### config.mk
export PLATFORM = sky130hd
export DESIGN_NAME = dust_density_averager
export DESIGN_NICKNAME = d
export VERILOG_FILES = /design/src/dda_pkg.sv /design/src/dda_div.sv /design/src/dust_density_averager.sv
export SDC_FILE = /design/constraint.sdc
export NUM_CORES = 2
export LEC_CHECK = 0
export BUFFER_PORTS_ARGS = -buffer_cell sky130_fd_sc_hd__buf_2
export CELL_PAD_IN_SITES_DETAIL_PLACEMENT = 0
export CELL_PAD_IN_SITES_GLOBAL_PLACEMENT = 1
export CORE_ASPECT_RATIO = 0.8
export CORE_MARGIN = 2
export CORE_UTILIZATION = 48
export CTS_CLUSTER_DIAMETER = 50
export DETAILED_ROUTE_END_ITERATION = 10
export PLACE_DENSITY_LB_ADDON = 0.2
export SETUP_SLACK_MARGIN = 0.02
export SLEW_MARGIN = 40
export SYNTH_ARGS = -nofsm -noshare
export SYNTH_HDL_FRONTEND = slang
export SYNTH_SLANG_ARGS = --single-unit
### constraint.sdc
create_clock -name clock -period 10.6 [get_ports clock]
set_input_delay 0.53 -clock clock [delete_from_list [all_inputs] [get_ports clock]]
set_output_delay 0.53 -clock clock [all_outputs]
set_load 0.05 [all_outputs]
### src/dda_pkg.sv
// -----------------------------------------------------------------------------
// dda_pkg
// shared constants for the dust density averager: widths, register indexes,
// reset values and the density conversion limits
// -----------------------------------------------------------------------------
`default_nettype none

package dda_pkg;

   // ring store
   localparam int DEPTH   = 64;
   localparam int ADDR_W  = (DEPTH > 1) ? $clog2(DEPTH) : 1;
   localparam int COUNT_W = $clog2(DEPTH + 1);

   // field widths
   localparam int SAMPLE_W = 16;
   localparam int DENS_W   = 18;
   localparam int SUM_W    = 24;
   localparam int BITS_W   = 5;
   localparam int SUPPLY_W = 13;
   localparam int WINDOW_W = 7;
   localparam int PROD_W   = SAMPLE_W + SUPPLY_W;
   localparam int SCALED_W = PROD_W + 5;

   // configuration port
   localparam int CSR_IDX_W  = 2;
   localparam int CSR_DATA_W = SUPPLY_W;

   typedef enum logic [CSR_IDX_W-1:0] {
      REG_ADC_BITS  = 2'd0,
      REG_SUPPLY_MV = 2'd1,
      REG_WINDOW    = 2'd2
   } csr_index_type;

   localparam logic [BITS_W-1:0]   ADC_BITS_RST  = 5'd10;
   localparam logic [SUPPLY_W-1:0] SUPPLY_MV_RST = 13'd5000;
   localparam logic [WINDOW_W-1:0] WINDOW_RST    = 7'd10;

   // conversion limits
   localparam int DENS_MAX     = 92000;
   localparam int DENS_OFFSET  = 10000;
   localparam int SCALED_LIMIT = DENS_MAX + DENS_OFFSET;

   // stream widths
   localparam int REQ_DATA_W = 16;
   localparam int RSP_DATA_W = 48;

endpackage : dda_pkg

`default_nettype wire

### src/dda_div.sv
// -----------------------------------------------------------------------------
// dda_div
// serial signed divider for the running mean, one quotient bit per cycle,
// truncating toward zero
// -----------------------------------------------------------------------------
`default_nettype none

module dda_div (
   input  wire logic                                clock,
   input  wire logic                                reset,
   input  wire logic                                start,
   input  wire logic signed [dda_pkg::SUM_W-1:0]    dividend,
   input  wire logic        [dda_pkg::COUNT_W-1:0]  divisor,
   output logic                                     done,
   output logic signed      [dda_pkg::DENS_W-1:0]   quotient
);

   localparam int CNT_W = $clog2(dda_pkg::SUM_W);
   localparam int REM_W = dda_pkg::COUNT_W + 1;

   logic                             busy_ff,  busy_in;
   logic                             done_ff,  done_in;
   logic                             neg_ff,   neg_in;
   logic [CNT_W-1:0]                 cnt_ff,   cnt_in;
   logic [dda_pkg::SUM_W-1:0]        mag_ff,   mag_in;
   logic [REM_W-1:0]                 rem_ff,   rem_in;
   logic [dda_pkg::COUNT_W-1:0]      div_ff,   div_in;
   logic signed [dda_pkg::DENS_W-1:0] quo_ff,  quo_in;

   logic [REM_W-1:0]                 shift_rem;
   logic                             fits;
   logic [dda_pkg::SUM_W-1:0]        mag_next;

   always_comb begin
      shift_rem = {rem_ff[REM_W-2:0], mag_ff[dda_pkg::SUM_W-1]};
      fits      = shift_rem >= {1'b0, div_ff};
      mag_next  = {mag_ff[dda_pkg::SUM_W-2:0], fits};

      busy_in = busy_ff;
      done_in = 1'b0;
      neg_in  = neg_ff;
      cnt_in  = cnt_ff;
      mag_in  = mag_ff;
      rem_in  = rem_ff;
      div_in  = div_ff;
      quo_in  = quo_ff;

      if (start) begin
         busy_in = 1'b1;
         neg_in  = dividend[dda_pkg::SUM_W-1];
         mag_in  = dividend[dda_pkg::SUM_W-1] ? (~dividend + 1'b1) : dividend;
         rem_in  = '0;
         cnt_in  = '0;
         div_in  = divisor;
      end else if (busy_ff) begin
         rem_in = fits ? (shift_rem - {1'b0, div_ff}) : shift_rem;
         mag_in = mag_next;
         cnt_in = cnt_ff + 1'b1;
         if (cnt_ff == CNT_W'(dda_pkg::SUM_W - 1)) begin
            busy_in = 1'b0;
            done_in = 1'b1;
            quo_in  = neg_ff ? (dda_pkg::DENS_W'(~mag_next) + 1'b1)
                             : dda_pkg::DENS_W'(mag_next);
         end
      end
   end

   always_ff @(posedge clock) begin
      if (reset) begin
         busy_ff <= 1'b0;
         done_ff <= 1'b0;
      end else begin
         busy_ff <= busy_in;
         done_ff <= done_in;
      end
      neg_ff <= neg_in;
      cnt_ff <= cnt_in;
      mag_ff <= mag_in;
      rem_ff <= rem_in;
      div_ff <= div_in;
      quo_ff <= quo_in;
   end

   assign done     = done_ff;
   assign quotient = quo_ff;

endmodule : dda_div

`default_nettype wire

### src/dust_density_averager.sv
// -----------------------------------------------------------------------------
// dust_density_averager
// converts a raw dust sensor sample to density and averages the newest
// densities held in a ring store with a running sum
// -----------------------------------------------------------------------------
//  channel  direction  beat contents (lowest bits first)
//  req_     in         tdata: adc_sample[15:0]
//  rsp_     out        tdata: dust_now[17:0], dust_mean[35:18], held_count[42:36]
//  csr_     in         index 0 adc_bits, 1 supply_mv, 2 window; wdata; idle only
//
//  a sample passes from accept to result through the multiply, scale and update
//  states, then the 24-step serial divider behind the ring store read-modify-write
//  no further sample is taken until the result is loaded into the output register
//  the output register holds while rsp_tready is low; a waiting result does not
//  stop the next sample from being accepted
//  reset is synchronous; the ring store needs no clearing pass
// -----------------------------------------------------------------------------
`default_nettype none

module dust_density_averager (
   input  wire logic                               clock,
   input  wire logic                               reset,
   // adc_sample[15:0]
   input  wire logic [dda_pkg::REQ_DATA_W-1:0]     req_tdata,
   input  wire logic                               req_tvalid,
   output logic                                    req_tready,
   // dust_now[17:0], dust_mean[35:18], held_count[42:36], zero fill
   output logic [dda_pkg::RSP_DATA_W-1:0]          rsp_tdata,
   output logic                                    rsp_tvalid,
   input  wire logic                               rsp_tready,
   input  wire logic                               csr_valid,
   output logic                                    csr_ready,
   input  wire logic [dda_pkg::CSR_IDX_W-1:0]      csr_index,
   input  wire logic [dda_pkg::CSR_DATA_W-1:0]     csr_wdata
);

   typedef enum logic [5:0] {
      ST_IDLE  = 6'b000001,
      ST_MUL   = 6'b000010,
      ST_SCALE = 6'b000100,
      ST_UPD   = 6'b001000,
      ST_DIV   = 6'b010000,
      ST_DONE  = 6'b100000
   } state_type;

   localparam int AW = dda_pkg::ADDR_W;
   localparam int CW = dda_pkg::COUNT_W;
   localparam int DW = dda_pkg::DENS_W;
   localparam int SW = dda_pkg::SUM_W;

   state_type                        state_ff, state_in;
   logic [dda_pkg::BITS_W-1:0]       adc_bits_ff;
   logic [dda_pkg::SUPPLY_W-1:0]     supply_ff;
   logic [dda_pkg::WINDOW_W-1:0]     window_ff;
   logic [AW-1:0]                    slot_ff,  slot_in;
   logic [CW-1:0]                    fill_ff,  fill_in;
   logic signed [SW-1:0]             sum_ff,   sum_in;
   logic [dda_pkg::SAMPLE_W-1:0]     sample_ff;
   logic [dda_pkg::PROD_W-1:0]       prod_ff;
   logic signed [DW-1:0]             dens_ff,  dens_in;
   logic [AW-1:0]                    addr_ff,  addr_in;
   logic signed [DW-1:0]             rd_ff;
   logic                             rsp_valid_ff, rsp_valid_in;
   logic [dda_pkg::RSP_DATA_W-1:0]   rsp_data_ff,  rsp_data_in;

   logic signed [DW-1:0]             hist_mem [dda_pkg::DEPTH];

   logic [dda_pkg::SCALED_W-1:0]     scaled;
   logic [dda_pkg::SCALED_W-1:0]     shifted;
   logic [CW:0]                      slot_inc;
   logic                             window_full;
   logic                             load_rsp;
   logic                             div_start;
   logic                             div_done;
   logic signed [DW-1:0]             div_quo;
   logic [dda_pkg::WINDOW_W-1:0]     window_wr;

   always_comb begin
      scaled  = {prod_ff, 4'b0000} + dda_pkg::SCALED_W'(prod_ff);
      shifted = scaled >> adc_bits_ff;
      if (shifted > dda_pkg::SCALED_W'(dda_pkg::SCALED_LIMIT)) begin
         dens_in = DW'(dda_pkg::DENS_MAX);
      end else begin
         dens_in = DW'(shifted) - DW'(dda_pkg::DENS_OFFSET);
      end
      if (CW'(slot_ff) >= window_ff) begin
         addr_in = '0;
      end else begin
         addr_in = slot_ff;
      end
   end

   always_comb begin
      window_full = fill_ff >= window_ff;
      slot_inc    = (CW + 1)'(addr_ff) + 1'b1;
      fill_in     = fill_ff;
      sum_in      = sum_ff;
      slot_in     = slot_ff;
      if (window_full) begin
         sum_in = sum_ff - SW'(rd_ff) + SW'(dens_ff);
      end else begin
         fill_in = fill_ff + 1'b1;
         sum_in  = sum_ff + SW'(dens_ff);
      end
      if (slot_inc >= (CW + 1)'(window_ff)) begin
         slot_in = '0;
      end else begin
         slot_in = AW'(slot_inc);
      end
   end

   always_comb begin
      if (csr_wdata[dda_pkg::WINDOW_W-1:0] == '0) begin
         window_wr = dda_pkg::WINDOW_W'(1);
      end else if (csr_wdata[dda_pkg::WINDOW_W-1:0] > dda_pkg::WINDOW_W'(dda_pkg::DEPTH)) begin
         window_wr = dda_pkg::WINDOW_W'(dda_pkg::DEPTH);
      end else begin
         window_wr = csr_wdata[dda_pkg::WINDOW_W-1:0];
      end
   end

   always_comb begin
      state_in     = state_ff;
      load_rsp     = 1'b0;
      div_start    = 1'b0;
      rsp_valid_in = rsp_valid_ff & ~rsp_tready;
      rsp_data_in  = rsp_data_ff;
      case (state_ff)
         ST_IDLE: begin
            if (req_tvalid) state_in = ST_MUL;
         end
         ST_MUL: begin
            state_in = ST_SCALE;
         end
         ST_SCALE: begin
            state_in = ST_UPD;
         end
         ST_UPD: begin
            div_start = 1'b1;
            state_in  = ST_DIV;
         end
         ST_DIV: begin
            if (div_done) state_in = ST_DONE;
         end
         ST_DONE: begin
            if (!rsp_valid_ff || rsp_tready) begin
               load_rsp = 1'b1;
               state_in = ST_IDLE;
            end
         end
         default: begin
            state_in = ST_IDLE;
         end
      endcase
      if (load_rsp) begin
         rsp_valid_in = 1'b1;
         rsp_data_in  = {5'b0, fill_ff, div_quo, dens_ff};
      end
   end

   always_ff @(posedge clock) begin
      if (reset) begin
         state_ff     <= ST_IDLE;
         rsp_valid_ff <= 1'b0;
         adc_bits_ff  <= dda_pkg::ADC_BITS_RST;
         supply_ff    <= dda_pkg::SUPPLY_MV_RST;
         window_ff    <= dda_pkg::WINDOW_RST;
         slot_ff      <= '0;
         fill_ff      <= '0;
         sum_ff       <= '0;
      end else begin
         state_ff     <= state_in;
         rsp_valid_ff <= rsp_valid_in;
         if (state_ff == ST_UPD) begin
            slot_ff <= slot_in;
            fill_ff <= fill_in;
            sum_ff  <= sum_in;
         end
         if (csr_valid && csr_ready) begin
            case (csr_index)
               dda_pkg::REG_ADC_BITS: begin
                  adc_bits_ff <= csr_wdata[dda_pkg::BITS_W-1:0];
               end
               dda_pkg::REG_SUPPLY_MV: begin
                  supply_ff <= csr_wdata;
               end
               dda_pkg::REG_WINDOW: begin
                  window_ff <= window_wr;
                  slot_ff   <= '0;
                  fill_ff   <= '0;
                  sum_ff    <= '0;
               end
               default: begin
               end
            endcase
         end
      end
   end

   // datapath
   always_ff @(posedge clock) begin
      if (state_ff == ST_IDLE && req_tvalid) sample_ff <= req_tdata[dda_pkg::SAMPLE_W-1:0];
      prod_ff     <= dda_pkg::PROD_W'(sample_ff) * dda_pkg::PROD_W'(supply_ff);
      if (state_ff == ST_SCALE) begin
         dens_ff <= dens_in;
         addr_ff <= addr_in;
      end
      rsp_data_ff <= rsp_data_in;
   end

   // ring store, one read and one write port
   always_ff @(posedge clock) begin
      rd_ff <= hist_mem[addr_in];
      if (state_ff == ST_UPD) hist_mem[addr_ff] <= dens_ff;
   end

   dda_div u_div (
      .clock    (clock),
      .reset    (reset),
      .start    (div_start),
      .dividend (sum_in),
      .divisor  (fill_in),
      .done     (div_done),
      .quotient (div_quo)
   );

   assign req_tready = state_ff == ST_IDLE;
   assign rsp_tvalid = rsp_valid_ff;
   assign rsp_tdata  = rsp_data_ff;
   assign csr_ready  = (state_ff == ST_IDLE) && !req_tvalid;

endmodule : dust_density_averager

`default_nettype wire

## After elaboration in Yosys (flattened, before gate mapping)

Memory sizes are Yosys's and may differ from the RTL's. A register that Yosys moved wholly into a read port is not among the register bits.
Index checks and enable logic that the tools add are counted.

- Register bits: 245
- RAM bits: 1152
- Input port bits: 36
- Logic and storage cells: 107
- Memories: 1

Memories:

| memory | words | bits a word | rd ports | clocked after memory_dff | write ports | line | text |
|---|---|---|---|---|---|---|---|
| hist_mem | 64 | 18 | 1 | 1 | 1 | dust_density_averager.sv:66 | `logic signed [DW-1:0] hist_mem [dda_pkg::DEPTH];` |

- Add/subtract/negate cells: 11
- Multiply operators: 1
- Magnitude comparators: 6
- Eq/ne operators: 12
- Shifts and indexed selects: 1
- Muxes and demuxes: 33
- Bitwise logic cells: 6
- Reduce and logical (&&, ||, !) cells: 15

Operators with widths:

| kind | number |
|---|---|
| $mux 24 | 7 |
| $mux 7 | 7 |
| $add 24x18->24 | 2 |
| $mux 6 | 8 |
| $pmux 6 s6 | 1 |
| $add 33x29->34 | 1 |
| $gt 34x17->1 const B | 1 |
| $shr 34x5->34 | 1 |
| $mul 16x13->29 | 1 |
| $add 24x1->24 const B | 1 |
| $not 24->24 | 1 |
| $sub 24x18->24 | 1 |
| $add 18x1->18 const B | 1 |
| $mux 18 | 1 |
| $not 18->18 | 1 |
| $sub 18x14->18 const B | 1 |
| $ge 7x7->1 | 2 |
| $mux 1 | 9 |
| $ge 8x7->1 | 1 |
| $add 6x1->7 const B | 1 |
| $add 7x1->7 const B | 1 |
| $ge 6x7->1 | 1 |
| $gt 7x7->1 const B | 1 |
| $logic_not 7->1 | 1 |
| 23 further kinds | 32 |

## Logic depth before layout (Yosys ltp)

- Word-level depth: 7
- Depth in mapped cells: 26
- Gate-level depth less buffers: 24

## Cells and area by module

From an unflattened synthesis, not the netlist that was laid out.

- Cells, all modules: 4997
- Area total of the unflattened synthesis: 69334.0 um^2

Modules (own cells, without submodules):

| module | times used | cells an instance | area each (um^2) | seq. area each (um^2) |
|---|---|---|---|---|
| dust_density_averager | 1 | 4641 | 65745.6 | 39407.8 |
| dda_div | 1 | 356 | 3588.4 | 1781.7 |

## Worst setup path before layout

No wires, ideal clock.

- Kind: reg-to-reg
- From: register supply_ff[4] (netlist name)
- To: register prod_ff[28] (netlist name)
- Data arrival time: 5.546 ns
- Setup slack: 4.934 ns
- Stages on the path, launching flop included: 24
- Buffers on the path: 2
- Path through: dfxtp_1 > clkbuf_1 > clkbuf_1 > nand2_1 > fa_1 > fa_1 > inv_1 > fa_1 > fa_1 > inv_1 > fa_1 > inv_1 > ha_1 > nand2_1 > a21boi_0 > inv_1 > a31oi_1 > a41oi_1 > a2111oi_0 > nor2_1 > a21oi_1 > a21o_1 > a21oi_1 > xnor2_1

- Longest elaborated chain between the ends: 1

RTL lines:

| what | line | text |
|---|---|---|
| start, declared | dust_density_averager.sv:53 | `logic [dda_pkg::SUPPLY_W-1:0] supply_ff;` |
| start signal, assigned | dust_density_averager.sv:166 | `supply_ff <= dda_pkg::SUPPLY_MV_RST;` |
| start signal, assigned | dust_density_averager.sv:185 | `supply_ff <= csr_wdata;` |
| $mul 16x13->29 | dust_density_averager.sv:203 | `prod_ff <= dda_pkg::PROD_W'(sample_ff) * dda_pkg::PROD_W'(supply_ff);` |
| end signal, assigned | dust_density_averager.sv:203 |  |
| end, declared | dust_density_averager.sv:59 | `logic [dda_pkg::PROD_W-1:0] prod_ff;` |

Every way passes these cells.
A chain may end at the register's enable or synchronous reset.

## Worst setup path after layout

- From: register supply_ff[1] (netlist name)
- To: register prod_ff[28] (netlist name)

Same word-level chain as after synthesis.

==> impl_metrics.py <==
metrics = {
    "layout": {
        "nets": 5682,
        "syn_to_final_growth_pct": 12.12,
        "multi_input_area_um2": 27310,
        "finalInstanceArea_um2": 79130,
        "seq_area_um2": 41200,
        "drive_above_1_share": 0.1417,
        "fillers": 11960,
    },
    "worst_setup_path": {
        "cp_cell_sequence": "nand2_1 > fa_1 > fa_1 > inv_1 > fa_1 > inv_1 > fa_1 > fa_1 > inv_1 > ha_1 > nor2b_1 > o21a_1 > o311ai_0 > a31oi_1 > a41oi_1 > a2111oi_0 > nor2_1 > a21oi_1 > a21o_1 > a21oi_1 > xnor2_1",
        "critPathLaunch": "supply_ff[1]",
        "cpPeakStageDelay_ns": 0.74,
        "cp_max_fo": 17,
        "ff2ff_path_depth": 21,
        "cp_slowest_cell": "dfxtp_1",
        "end_kind": "flip-flop",
        "start_kind": "flip-flop",
        "cp.buffers_inverters": 3,
        "cpMostUsedCell": "fa_1",
        "path_delay_family": "adder cells",
        "reg2reg_to": "prod_ff[28]",
        "worstPathArrival_ns": 7.49,
        "worstSetupPathType": "reg2reg",
        "r2r_start": "supply_ff[1]",
        "critPathRequiredTime_ns": 11.31,
        "reg2reg_setup_slack_ns": 3.82,
    },
    "global_route": {
        "antenna_found_initial": 9,
        "grt_max_degree": 96,
        "grt_pass1_vias": 42440,
        "track_usage": 0.2442,
        "grt_first_pass_wirelength_um": 274300,
        "overflow": 0,
    },
    "worst_hold_path": {
        "whs_path_depth": 1,
        "hold_end": "sample_ff[2]",
        "min-delay-start": "req_tdata[2]",
        "hold_path.class": "in2reg",
    },
    "synthesis": {
        "ys.flop_type": "edfxtp_1",
        "synth_seq_cells": 1415,
        "yosysSeqAreaShare": 0.5836,
        "mappedNetlistArea_um2": 70580,
        "avgSynthCellArea_um2": 13.68,
        "yosys-top-cells-area": "edfxtp_1 55%, mux2i_1 7.4%, fa_1 5.1%",
        "synth_top_area_share": 0.5467,
        "synth_cell_type_count": 110,
        "yosys-top-cells-count": "1,285 x edfxtp_1, 524 x mux2i_1, 379 x nand2_1",
        "synth_edf_count": 1285,
        "yosysMostFrequentCell": "edfxtp_1",
        "ys_async_sr_fraction": 0,
        "yosys.area.top_type": "edfxtp_1",
        "ys_warn_count": 0,
        "netlist_instances": 5159,
    },
    "floorplan": {
        "io_pins": 87,
        "start_util": 0.4847,
        "die_h_um": 347.0,
        "die-area_um2": 150100,
        "core_area_um2": 145600,
        "row_count": 125,
        "die_x_um": 432.7,
    },
    "clock_tree": {
        "cts_tree": "yes",
        "clkLatencyLatePin_ns": 0.80,
        "path_clk_slew_ns": 0.06,
        "cts-resized-gates": 0,
        "htree_levels": 4,
        "cts.path.max_buffers": 3,
        "cts_buffers": 153,
        "cts_root_buf": "clkbuf_16",
        "cts.sinks": 1415,
    },
    "timing": {
        "post-route-min-period_ns": 6.783,
        "setup_violations": 0,
        "fmax_ghz": 0.1474,
        "rsz0062_at_grt": "false",
        "tightest_slew_ns": 0.9231,
        "skew_ns": 0.02694,
        "fin_crit_sh": 0.6399,
        "holdWs_ns": 0.05374,
        "tns_ns": 0,
        "slew_viol_final": 0,
        "slew_headroom": 0.3846,
        "hold_viol_final": 0,
    },
    "detailed_routing": {
        "drc": 0,
        "num_vias": 43490,
        "drt_iter0_drc": 4832,
        "final_antenna_net_count": 0,
        "finalWirelength_um": 182400,
        "vias_per_cell": 5.891,
        "first_pass_iters": 6,
        "wl_per_cell_um": 24.71,
    },
    "pwr": {
        "p_leak_uw": 0.02700,
        "peakVddDrop_uv": 187.7,
        "p_per_area_nw_per_um2": 216.5,
    },
    "outcome": {
        "status": "finished, final reports clean",
    },
    "place": {
        "routabilityCongestion": 0.9089,
        "post-dp-hpwl_um": 116800,
        "place_area_um2": 73700,
        "io_buffers": 81,
    },
    "flow_run": {
        "drv_cap": 0,
    },
}
-- kinds of logic (layout without fill, tap and decap cells) --
kind of cell	after synthesis	count (layout)	share of synthesized area
simple gates	1136	1136	0.07838
fa+ha+maj	360	360	0.08297
mux	693	693	0.1267
buf+inv	607	857	0.03335
xor+xnor	135	135	0.01675
other cells	1	6	0.00005313
flops	1415	1415	0.5836
compound gates	812	812	0.07818
-- area by class of cell --
cell class                 instances  share of cell area
sequential                      1415              0.5207
antenna                            1          0.00003162
inverter                         334             0.01603
clock buffer                     195             0.05207
tap                             1968             0.03112
timing repair buffer             241             0.02266
clock inverter                    87             0.01222
multi-input combinational       3141              0.3452
-- layout by cell type (no fill, tap or decap), types with 26 or more instances in the layout --
| cell type | count |
|---|---|
| a22oi_1 | 30 |
| nor3_1 | 68 |
| a21oi_1 | 136 |
| nor2b_1 | 30 |
| edfxtp_1 | 1285 |
| nor2_2 | 56 |
| o211ai_1 | 31 |
| clkbuf_1 | 32 |
| nand4_1 | 29 |
| nand2_1 | 377 |
| inv_1 | 329 |
| and2_1 | 118 |
| o22ai_1 | 152 |
| mux2i_1 | 524 |
| dfxtp_1 | 125 |
| buf_2 | 81 |
| buf_4 | 117 |
| xor2_1 | 52 |
| ha_1 | 180 |
| clkbuf_16 | 156 |
| o21ai_0 | 123 |
| mux4_2 | 159 |
| a31oi_1 | 26 |
| a21o_1 | 41 |
| xnor2_1 | 83 |
| nor2_1 | 205 |
| a211oi_1 | 53 |
| nand3_1 | 50 |
| fa_1 | 180 |
-- metrics by stage --
stage	setup WS, ns	cells	total power [uW]	util
floorplan	4.934	5163	10410	-
global placement	4.002	7063	11690	0.5054
detailed placement	3.935	7068	11710	0.5061
CTS	3.909	7372	17080	0.5426
global route	3.381	7382	18070	0.5434
finish	3.817	7382	17130	0.5434
-- layer usage --
layer / GRT usage / wire length (um) / up-vias / share of wire
met4: 0.05473 / 2886 / 0 / 0.016
met2: 0.3487 / 78090 / 1657 / 0.43
met1: 0.3798 / 84460 / 21960 / 0.46
met5: 0.0006429 / 0 / - / 0
li1: - / - / 19680 / -
met3: 0.05342 / 16970 / 189 / 0.093
-- state kept, by name (all words and copies together), names as in the netlist, 7 cells and up --
signal / cells
supply_ff: 13
rsp_tdata: 43
sample_ff: 16
window_ff: 7
sum_ff: 24
hist_mem: 1152
u_div.mag_ff: 24
prod_ff: 29
fill_ff: 7
u_div.rem_ff: 7
u_div.quotient: 18
dens_ff: 18
u_div.div_ff: 7
rd_ff: 18
-- what timing repair did --
item,in CTS,in global routing
hold endpoints to repair,22,0
hold buffers,22,0
setup buffers,0,0
-- power by group --
part | total, uW | internal (uW) | switching (uW) | leakage [uW]
logic | 5550 | 2110 | 3440 | 0.0117
clock network | 5360 | 3090 | 2270 | 0.00246
registers | 6230 | 6110 | 115 | 0.0128
-- how the worst max path moves through the flow --
stage	end	cells after the start	slack [ns]
floorplan	prod_ff[28]	23	4.93
global placement	prod_ff[28]	24	4.00
detailed placement	prod_ff[28]	24	3.94
CTS	prod_ff[28]	24	3.91
global route	prod_ff[28]	24	3.38
finish	prod_ff[28]	21	3.82
(Power assumes the default switching activity.)
